File: src/sv/permutation_min_swaps_unit_assert.svh
// Assertion macros shared by the permutation minimum-swaps unit.
`ifndef PERMUTATION_MIN_SWAPS_UNIT_ASSERT_SVH
`define PERMUTATION_MIN_SWAPS_UNIT_ASSERT_SVH

// Checks that a condition holds at every clock edge outside reset.
`define PMS_ASSERT(lbl, cond, msg) \
  lbl: assert property (@(posedge clk_i) disable iff (!rst_ni) (cond)) else $error(msg);

// Checks that the consequent holds in the same cycle as the antecedent.
`define PMS_ASSERT_IMP(lbl, ante, cons, msg) \
  lbl: assert property (@(posedge clk_i) disable iff (!rst_ni) (ante) |-> (cons)) \
    else $error(msg);

`endif

File: src/sv/pms_pkg.sv
// Package with the payload types and sizing constants of the minimum-swaps unit.
package pms_pkg;

  localparam int MAX_ELEMENTS = 256;
  localparam int IDX_W = (MAX_ELEMENTS > 1) ? $clog2(MAX_ELEMENTS) : 1;
  localparam int CNT_W = $clog2(MAX_ELEMENTS + 1);
  localparam int VAL_W = 9;
  localparam int CMP_W = (VAL_W > CNT_W) ? VAL_W : CNT_W;

  typedef struct packed {
    logic [VAL_W-1:0] element_value;
    logic             last_element;
  } in_t;

  typedef struct packed {
    logic [7:0] swap_count;
    logic [8:0] cycle_count;
    logic       error_flag;
  } out_t;

endpackage

File: src/sv/permutation_min_swaps_unit.sv
// Permutation minimum-swaps unit: loads a permutation and counts its cycles.
//
// Usage: each input beat on in_data_i carries one 1-based permutation entry;
// the k-th beat of a set is the entry for position k. The beat whose
// last_element bit is set closes the set. For every closing beat exactly one
// result beat appears on out_data_o: the cycle count, the minimum number of
// swaps (entry count minus cycles) and an error flag. A zero value, a value
// above MAX_ELEMENTS or above the set length, or more than MAX_ELEMENTS
// entries make the set fail, and its result carries zero counts and the flag.
// Loading stores each entry of a set not yet rejected and clears the visited
// bit of the position it stores. After the closing beat the input is not
// ready while the walk runs. The map and visited stores share one read
// address and both reads are registered, so each position costs a fetch
// and a check in the scan and is met once more in a follow step, either
// along a cycle or as the step that closes one. The result step follows
// the walk, and the result beat becomes valid when the input is ready
// again. A rejected set skips the walk and goes straight to its result
// step. While the receiver stalls, the finished result holds in the output
// register and the next set loads; after its walk that set waits in its
// result step until the register is free. Reset empties the set and output.
`include "permutation_min_swaps_unit_assert.svh"

module permutation_min_swaps_unit (
  input  logic          clk_i,
  input  logic          rst_ni,
  input  logic          in_valid_i,
  output logic          in_ready_o,
  input  pms_pkg::in_t  in_data_i,
  output logic          out_valid_o,
  input  logic          out_ready_i,
  output pms_pkg::out_t out_data_o
);

  localparam logic [2:0] S_LOAD   = 3'd0;
  localparam logic [2:0] S_SCAN   = 3'd1;
  localparam logic [2:0] S_SCHK   = 3'd2;
  localparam logic [2:0] S_FOLLOW = 3'd3;
  localparam logic [2:0] S_RES    = 3'd4;

  localparam int IDX_W = pms_pkg::IDX_W;
  localparam int CNT_W = pms_pkg::CNT_W;
  localparam int VAL_W = pms_pkg::VAL_W;
  localparam int CMP_W = pms_pkg::CMP_W;
  localparam int MAXE  = pms_pkg::MAX_ELEMENTS;

  logic [2:0]       state_q, state_d;
  logic [CNT_W-1:0] cnt_q, cnt_d;      // entries stored in the current set
  logic             err_q, err_d;      // set already rejected
  logic [VAL_W-1:0] maxv_q, maxv_d;    // largest value stored so far
  logic [CNT_W-1:0] idx_q, idx_d;      // scan position of the walk
  logic [CNT_W-1:0] cyc_q, cyc_d;      // cycles found so far
  logic [IDX_W-1:0] pos_q, pos_d;      // position probed by the follow step
  logic             out_valid_q, out_valid_d;
  pms_pkg::out_t    out_data_q, out_data_d;

  // Map store: one write port for loading, one registered read port for the walk.
  logic [VAL_W-1:0] mem_q [MAXE];
  logic             mem_we;
  logic [IDX_W-1:0] mem_waddr;
  logic [IDX_W-1:0] mem_raddr;
  logic [VAL_W-1:0] rd_data_q;

  // Visited store: read at the map read address, one write port. A write to
  // the address being read in the same cycle is passed straight through.
  logic             vis_mem_q [MAXE];
  logic             vis_we;
  logic [IDX_W-1:0] vis_waddr;
  logic             vis_wdata;
  logic             vis_rd_q;

  logic             in_accept;
  logic             val_bad;
  logic             set_full;
  logic [VAL_W-1:0] val_m1;
  logic [IDX_W-1:0] next_pos;

  assign in_ready_o  = (state_q == S_LOAD);
  assign in_accept   = in_valid_i && in_ready_o;
  assign out_valid_o = out_valid_q;
  assign out_data_o  = out_data_q;

  assign val_bad  = (in_data_i.element_value == '0) ||
                    (CMP_W'(in_data_i.element_value) > CMP_W'(MAXE));
  assign set_full = (cnt_q == CNT_W'(MAXE));

  // Stored values are 1-based; the walk follows them as 0-based positions.
  assign val_m1   = rd_data_q - VAL_W'(1);
  assign next_pos = IDX_W'(val_m1);

  always_comb begin
    state_d     = state_q;
    cnt_d       = cnt_q;
    err_d       = err_q;
    maxv_d      = maxv_q;
    idx_d       = idx_q;
    cyc_d       = cyc_q;
    pos_d       = pos_q;
    out_valid_d = out_valid_q && !out_ready_i;
    out_data_d  = out_data_q;
    mem_we      = 1'b0;
    mem_waddr   = cnt_q[IDX_W-1:0];
    mem_raddr   = idx_q[IDX_W-1:0];
    vis_we      = 1'b0;
    vis_waddr   = cnt_q[IDX_W-1:0];
    vis_wdata   = 1'b0;

    unique case (state_q)
      S_LOAD: begin
        if (in_accept) begin
          if (!err_q) begin
            if (set_full || val_bad) begin
              err_d = 1'b1;
            end else begin
              // Storing an entry also clears its visited bit for the coming walk.
              mem_we = 1'b1;
              vis_we = 1'b1;
              cnt_d  = cnt_q + CNT_W'(1);
              if (in_data_i.element_value > maxv_q) begin
                maxv_d = in_data_i.element_value;
              end
            end
          end
          if (in_data_i.last_element) begin
            // A value above the set length means the map is no permutation.
            if (err_d || (CMP_W'(maxv_d) > CMP_W'(cnt_d))) begin
              err_d   = 1'b1;
              state_d = S_RES;
            end else begin
              idx_d   = '0;
              cyc_d   = '0;
              state_d = S_SCAN;
            end
          end
        end
      end
      S_SCAN: begin
        // The map entry and visited bit of the scan position are fetched here.
        if (idx_q == cnt_q) begin
          state_d = S_RES;
        end else begin
          state_d = S_SCHK;
        end
      end
      S_SCHK: begin
        if (vis_rd_q) begin
          idx_d   = idx_q + CNT_W'(1);
          state_d = S_SCAN;
        end else begin
          cyc_d     = cyc_q + CNT_W'(1);
          vis_we    = 1'b1;
          vis_waddr = idx_q[IDX_W-1:0];
          vis_wdata = 1'b1;
          mem_raddr = next_pos;
          pos_d     = next_pos;
          state_d   = S_FOLLOW;
        end
      end
      S_FOLLOW: begin
        if (!vis_rd_q) begin
          vis_we    = 1'b1;
          vis_waddr = pos_q;
          vis_wdata = 1'b1;
          mem_raddr = next_pos;
          pos_d     = next_pos;
        end else begin
          idx_d   = idx_q + CNT_W'(1);
          state_d = S_SCAN;
        end
      end
      S_RES: begin
        if (!out_valid_q || out_ready_i) begin
          out_valid_d = 1'b1;
          if (err_q) begin
            out_data_d.swap_count  = '0;
            out_data_d.cycle_count = '0;
            out_data_d.error_flag  = 1'b1;
          end else begin
            out_data_d.swap_count  = 8'(cnt_q - cyc_q);
            out_data_d.cycle_count = 9'(cyc_q);
            out_data_d.error_flag  = 1'b0;
          end
          cnt_d   = '0;
          err_d   = 1'b0;
          maxv_d  = '0;
          state_d = S_LOAD;
        end
      end
      default: begin
        state_d = S_LOAD;
      end
    endcase
  end

  always_ff @(posedge clk_i or negedge rst_ni) begin
    if (!rst_ni) begin
      state_q     <= S_LOAD;
      cnt_q       <= '0;
      err_q       <= 1'b0;
      maxv_q      <= '0;
      idx_q       <= '0;
      cyc_q       <= '0;
      pos_q       <= '0;
      out_valid_q <= 1'b0;
    end else begin
      state_q     <= state_d;
      cnt_q       <= cnt_d;
      err_q       <= err_d;
      maxv_q      <= maxv_d;
      idx_q       <= idx_d;
      cyc_q       <= cyc_d;
      pos_q       <= pos_d;
      out_valid_q <= out_valid_d;
    end
  end

  always_ff @(posedge clk_i) begin
    out_data_q <= out_data_d;
  end

  always_ff @(posedge clk_i) begin
    if (mem_we) begin
      mem_q[mem_waddr] <= in_data_i.element_value;
    end
    rd_data_q <= mem_q[mem_raddr];
  end

  always_ff @(posedge clk_i) begin
    if (vis_we) begin
      vis_mem_q[vis_waddr] <= vis_wdata;
    end
    if (vis_we && (vis_waddr == mem_raddr)) begin
      vis_rd_q <= vis_wdata;
    end else begin
      vis_rd_q <= vis_mem_q[mem_raddr];
    end
  end

  `PMS_ASSERT(a_cnt_bound, cnt_q <= CNT_W'(MAXE), "entry count beyond store depth")
  `PMS_ASSERT_IMP(a_walk_clean, (state_q == S_SCAN) || (state_q == S_SCHK) || (state_q == S_FOLLOW), !err_q, "walk running on a rejected set")
  `PMS_ASSERT_IMP(a_scan_bound, state_q == S_SCAN, (idx_q <= cnt_q) && (cyc_q <= idx_q), "scan position or cycle count out of bounds")
  `PMS_ASSERT_IMP(a_err_result, out_valid_o && out_data_o.error_flag, (out_data_o.swap_count == '0) && (out_data_o.cycle_count == '0), "rejected set returned nonzero counts")
  `PMS_ASSERT_IMP(a_res_source, out_valid_o && !$past(out_valid_o), $past(state_q) == S_RES, "result raised outside the result step")

endmodule

File: config.mk
export PLATFORM = sky130hd
export DESIGN_NAME = permutation_min_swaps_unit
export DESIGN_NICKNAME = d
export VERILOG_FILES = /design/src/sv/pms_pkg.sv /design/src/sv/permutation_min_swaps_unit.sv
export VERILOG_INCLUDE_DIRS = /design/src /design/src/sv
export SDC_FILE = /design/constraint.sdc
export NUM_CORES = 2
export LEC_CHECK = 0
export BUFFER_PORTS_ARGS = -buffer_cell sky130_fd_sc_hd__buf_2
export CAP_MARGIN = 20
export CORE_UTILIZATION = 25
export CTS_CLUSTER_SIZE = 40
export DETAILED_ROUTE_END_ITERATION = 7
export GPL_TIMING_DRIVEN = 0
export HOLD_SLACK_MARGIN = 0.06
export PLACE_DENSITY = 0.52
export SLEW_MARGIN = 15
export SYNTH_ARGS = -nofsm -noshare
export SYNTH_HDL_FRONTEND = slang
export SYNTH_SLANG_ARGS = --single-unit
File: constraint.sdc
create_clock -name clk_i -period 8.8 [get_ports clk_i]
set_input_delay 0.44 -clock clk_i [delete_from_list [all_inputs] [get_ports clk_i]]
set_output_delay 0.44 -clock clk_i [all_outputs]
set_load 0.01 [all_outputs]
==> flow_results.org <==
** Cells and area
- Compared with the post-synthesis result, the final layout area differs by 17.77%.
- After the flow finishes, the layout carries non-filler instances totaling 12770.
- Final net count :: about 7400
- Of the cells placed in the final design, the portion with a size suffix greater than 1 is about 14%.

** Job
- Max-cap violations in this run came to 0.

** Floorplanning
- Row generation in the floorplan step produced 228 rows.
- Placeable core region :: 386000 sq um
- Once the floorplan was initialized, standard cells occupied 25.15% of the core.
- Horizontal die dimension :: 625.2 um
- Measured along the y axis, the die boundary spans 625.2 um.
- The floorplan step defined a die boundary enclosing 390800 sq um.
- 34 I/O pins were placed.

** Place
- After detailed placement, the design holds a cell count of 12240.
- Buffers placed on the I/O ports in this run total 33.
- Routability-driven placement finished with a final weighted congestion of between 1 and 1.5.
- Half-perimeter wire length after placement :: 313900 um

** Clock network
- Maximum clock insertion buffer count :: 4
- Total number of clock tree sinks :: 2387
- TritonCTS built the clock tree.
- The clock tree synthesis step divided the H-tree into 5 levels.
- Total CTS buffers :: 266
- Latest clock arrival within the worst-skew pair :: 0.90 ns
- CTS placed an instance of sky130_fd_sc_hd__clkbuf_16 at the clock tree root.
- Register clock-pin slew on the reported worst setup and hold paths :: 0.05 ns

** Global route
- Largest net degree at the start of global routing :: 132
- Global routing consumed, over all layers together, a little under a quarter of the routing resources.
- The number of antenna violations at the first check in global routing is 56.
- After global routing the overflow that remains totals 0.
- Vias in the first global route :: approximately 64000
- The first global-routing pass estimated 596900 um of wire.

** Power
- Summed over all cells, the static leakage comes to 37.50 nW.
- Across the VDD grid, the largest voltage drop is between 400 and 500 uV.
- Power density over the cells :: 431.2 nW/um^2
- After layout, the design draws a total of just under 50 mW.

** Synth
- After synthesis the netlist holds a flip-flop and latch count of 2387.
- In the post-synthesis netlist, the cell with the most instances is sky130_fd_sc_hd__edfxtp_1.
- During synthesis, Yosys emitted a total of 0 warnings.
- Summing the areas of all xor and xnor instances in the mapped netlist gives less than 1% of the synthesized area.
- For this run, the leading register cell type out of synthesis is sky130_fd_sc_hd__edfxtp_1.
- Count of flip-flops with a built-in enable after synthesis :: 2322
- Post-synth top cells :: 2322 x sky130_fd_sc_hd__edfxtp_1, 1427 x sky130_fd_sc_hd__nand2_1, 591 x sky130_fd_sc_hd__nor2_1, 561 x sky130_fd_sc_hd__nand3_1, 326 x sky130_fd_sc_hd__mux2i_1
- Each instance of the synthesized netlist takes up on average 14.01 sq um.
- The biggest area contributor in the post-synthesis netlist is sky130_fd_sc_hd__edfxtp_1.
- Summed over its instances, the top area cell type makes up between 70 and 80% of the synthesized netlist area.
- Number of instances in the synthesized netlist :: 6929
- Part of the Yosys area used for sequential elements :: 73.42%
- Combinational family with the most area after synthesis :: simple AND/OR/NAND/NOR gates
- Multiplexer fraction of the synthesized cell area :: under 10%
- Sorting the synthesized cells by area gives the leading types as sky130_fd_sc_hd__edfxtp_1 72%, sky130_fd_sc_hd__nand2_1 5.5%, sky130_fd_sc_hd__mux2i_1 3.4%.
- Area fraction in compound gates after synthesis :: 4.963%
- Summing the areas of all fa, ha and maj instances in the mapped netlist gives 0.4330% of the synthesized area.
- The netlist uses 84 different library cells.
- For this run, asynchronously set or reset flops after synthesis account for 2.053%.
- The synthesized netlist occupies a cell area of 97080 sq um.
- Synthesis produced a netlist with a net count of between 6000 and 7000.
- Summing the areas of all and, or, nand and nor instances in the mapped netlist gives 12.30% of the synthesized area.

** Worst setup path
- The largest single stage delay on the critical path is between 1 and 1.5 ns.
- Of all nets on the critical path, the largest fanout is 10.
- Data on the critical path arrives at its endpoint at roughly 9.5 ns.
- The signal on the critical path passes through buf_6, buf_12, buf_6, buf_6, mux4_2, a22oi_1, a31oi_1, o32ai_2, o21ai_4, buf_6, a21oi_2, inv_2, nand2_1, clkbuf_1, a31oi_1, nand3_1, nand3_1, nor4_1, nor4_1.
- Startpoint-to-endpoint class of the critical path :: reg2reg
- Data on the critical path is required at its endpoint by 9.35 ns.
- STA classifies the critical path endpoint as a register.
- The worst setup path is launched from a register.
- The cell that appears most often on the critical path is sky130_fd_sc_hd__buf_6.
- Cell type of the slowest stage on the worst timing path :: sky130_fd_sc_hd__nor4_1
- The number of buffers and inverters on the critical path is 7.
- The kind of cell with the highest combined delay along the critical path is simple AND/OR/NAND/NOR gates.

** Routing
- Initial detailed-routing violation count :: 13330
- DRC errors left :: 0
- Count of antenna-violating nets left after detailed routing :: 0
- Number of detailed-route iterations in the first pass :: 8
- In the routed layout, each cell is associated on average with a via count of 5.480.
- Avg WL per Cell :: 36.35 um
- Vias after detailed routing :: around 70000
- Wire length after detailed routing :: about 460000 um

** STA
- Least-Margin Pin Slew :: 1.442 ns
- Remaining max-slew budget at the tightest pin :: 2.949%
- Clock skew on the completed layout was measured at 0.09830 ns.
- Share of the clock period used by the worst path after layout :: 101.6%
- Total count of hold-check failures in the final report :: 0
- Finish-stage setup viols :: 2
- Fmax :: around 110 MHz
- The smallest clock period supported by the final layout is computed as ~8.9 ns.
- Unrepaired setup endpoints after global routing :: no
- The final max-slew violation count was 0.
- Least setup slack across all paths after layout :: -0.1448 ns

** Outcome
- Violated checks :: setup timing
- Status :: finished with violations

** Min path
- In this run the worst hold path is classified as in2reg.
worst reg2reg max path, stage by stage (launching register included):
cell and delay (ns):
sky130_fd_sc_hd__dfxtp_1 0.39, sky130_fd_sc_hd__buf_6 0.21, sky130_fd_sc_hd__buf_12 0.20, sky130_fd_sc_hd__buf_6 0.24, sky130_fd_sc_hd__buf_6 0.24, sky130_fd_sc_hd__mux4_2 0.37, sky130_fd_sc_hd__a22oi_1 0.24, sky130_fd_sc_hd__a31oi_1 0.19
sky130_fd_sc_hd__o32ai_2 0.84, sky130_fd_sc_hd__o21ai_4 0.27, sky130_fd_sc_hd__buf_6 0.25, sky130_fd_sc_hd__a21oi_2 0.69, sky130_fd_sc_hd__inv_2 0.43, sky130_fd_sc_hd__nand2_1 0.78, sky130_fd_sc_hd__clkbuf_1 1.08, sky130_fd_sc_hd__a31oi_1 0.21
sky130_fd_sc_hd__nand3_1 0.28, sky130_fd_sc_hd__nand3_1 0.17, sky130_fd_sc_hd__nor4_1 1.21, sky130_fd_sc_hd__nor4_1 0.42
power breakdown:
group | internal [mW] | leakage (nW) | total [mW] | switching, mW
Combinational | 5.11 | 11.8 | 25.2 | 20.1
Clock | 6.26 | 4.07 | 11.1 | 4.80
Sequential | 12.9 | 21.7 | 13.0 | 0.116
Total | 24.3 | 37.5 | 49.3 | 25.0
area by class of cell:
type / instances / area (sq um)
buffer: 434 / 2467
timing repair buffer: 169 / 2115
tap: 5175 / 6475
inverter: 37 / 138.9
clock buffer: 328 / 7017
clock inverter: 136 / 1324
sequential: 2387 / 71270
fill: 38580 / 271600
antenna: 28 / 70.07
multi-input combinational: 4071 / 23450
sequential cells by signal (all words and copies together) (netlist names), 9 cells and up, named ones only:
register and count:
maxv_q 9, idx_q 9, cnt_q 9, out_data_o 18
vis_mem_q 256, cyc_q 9, mem_q 2048
cells by family (layout without fill, tap and decap cells):
kind of cell / Yosys count / count (layout)
simple gates: 2823 / 2823
flops: 2387 / 2387
compound gates: 727 / 727
buf+inv: 471 / 1104
mux: 446 / 446
xor+xnor: 42 / 42
fa+ha+maj: 33 / 33
other cells: 0 / 28
worst paths after layout:
check	slack [ns]	start	to	cells after the start
setup reg to reg	-0.14	register	rd_data_q[0]	19
hold reg to reg	0.49	pos_q[7]	pos_q[7]	2
setup / recovery	-0.14	register	rd_data_q[0]	19
min in group asynchronous	0.18	rst_ni	pos_q[5]	2
max in group asynchronous	8.08	rst_ni	cnt_q[2]	2
hold / removal	0.13	in_data_i[9]	maxv_q[8]	4
repair_timing:
item	CTS	global route
gates resized for setup	0	0
hold buffers	12	0
hold endpoints to repair	319	0
buffers inserted	0	0
per-stage QoR:
| stage | worst slack, ns | TNS, ns | area, sq um | hold slack [ns] | util, % |
|---|---|---|---|---|---|
| 2_1_floorplan | 0.6627 | 0 | 97080 | 0.1444 | - |
| 3_3_place_gp | -3.846 | -1692.84 | 103700 | 0.4652 | 26.87 |
| 3_5_place_dp | 0.3999 | 0 | 105600 | 0.4779 | 27.36 |
| 4_1_cts | 0.4647 | 0 | 114100 | 0.1138 | 29.55 |
| 5_1_grt | 0.4226 | 0 | 114300 | 0.2228 | 29.61 |
| 6_report | -0.1448 | -0.1566 | 114300 | 0.1297 | 29.62 |
placed cells by master, fill, tap and decap left out, drive strengths merged, types with 32 or more instances in the layout:
cell,n
edfxtp,2322
ha,32
clkinv,102
a22oi,57
nand4,96
nand2,1428
buf,446
dfrtp,49
mux2i,327
nand3,563
mux4,97
clkbuf,473
o22ai,104
nor2,591
a31oi,153
a32oi,51
o21ai,89
a21oi,152
inv,47
metal layers:
metal	part of all wire (%)	global-route usage, %	vias up
met1	35	28.15	35510
met4	8.9	17.26	26
met5	0.066	0.2840	-
met2	41	32.29	6175
li1	-	-	26830
met3	15	8.690	1415
Power figures use the tool's default switching activity.
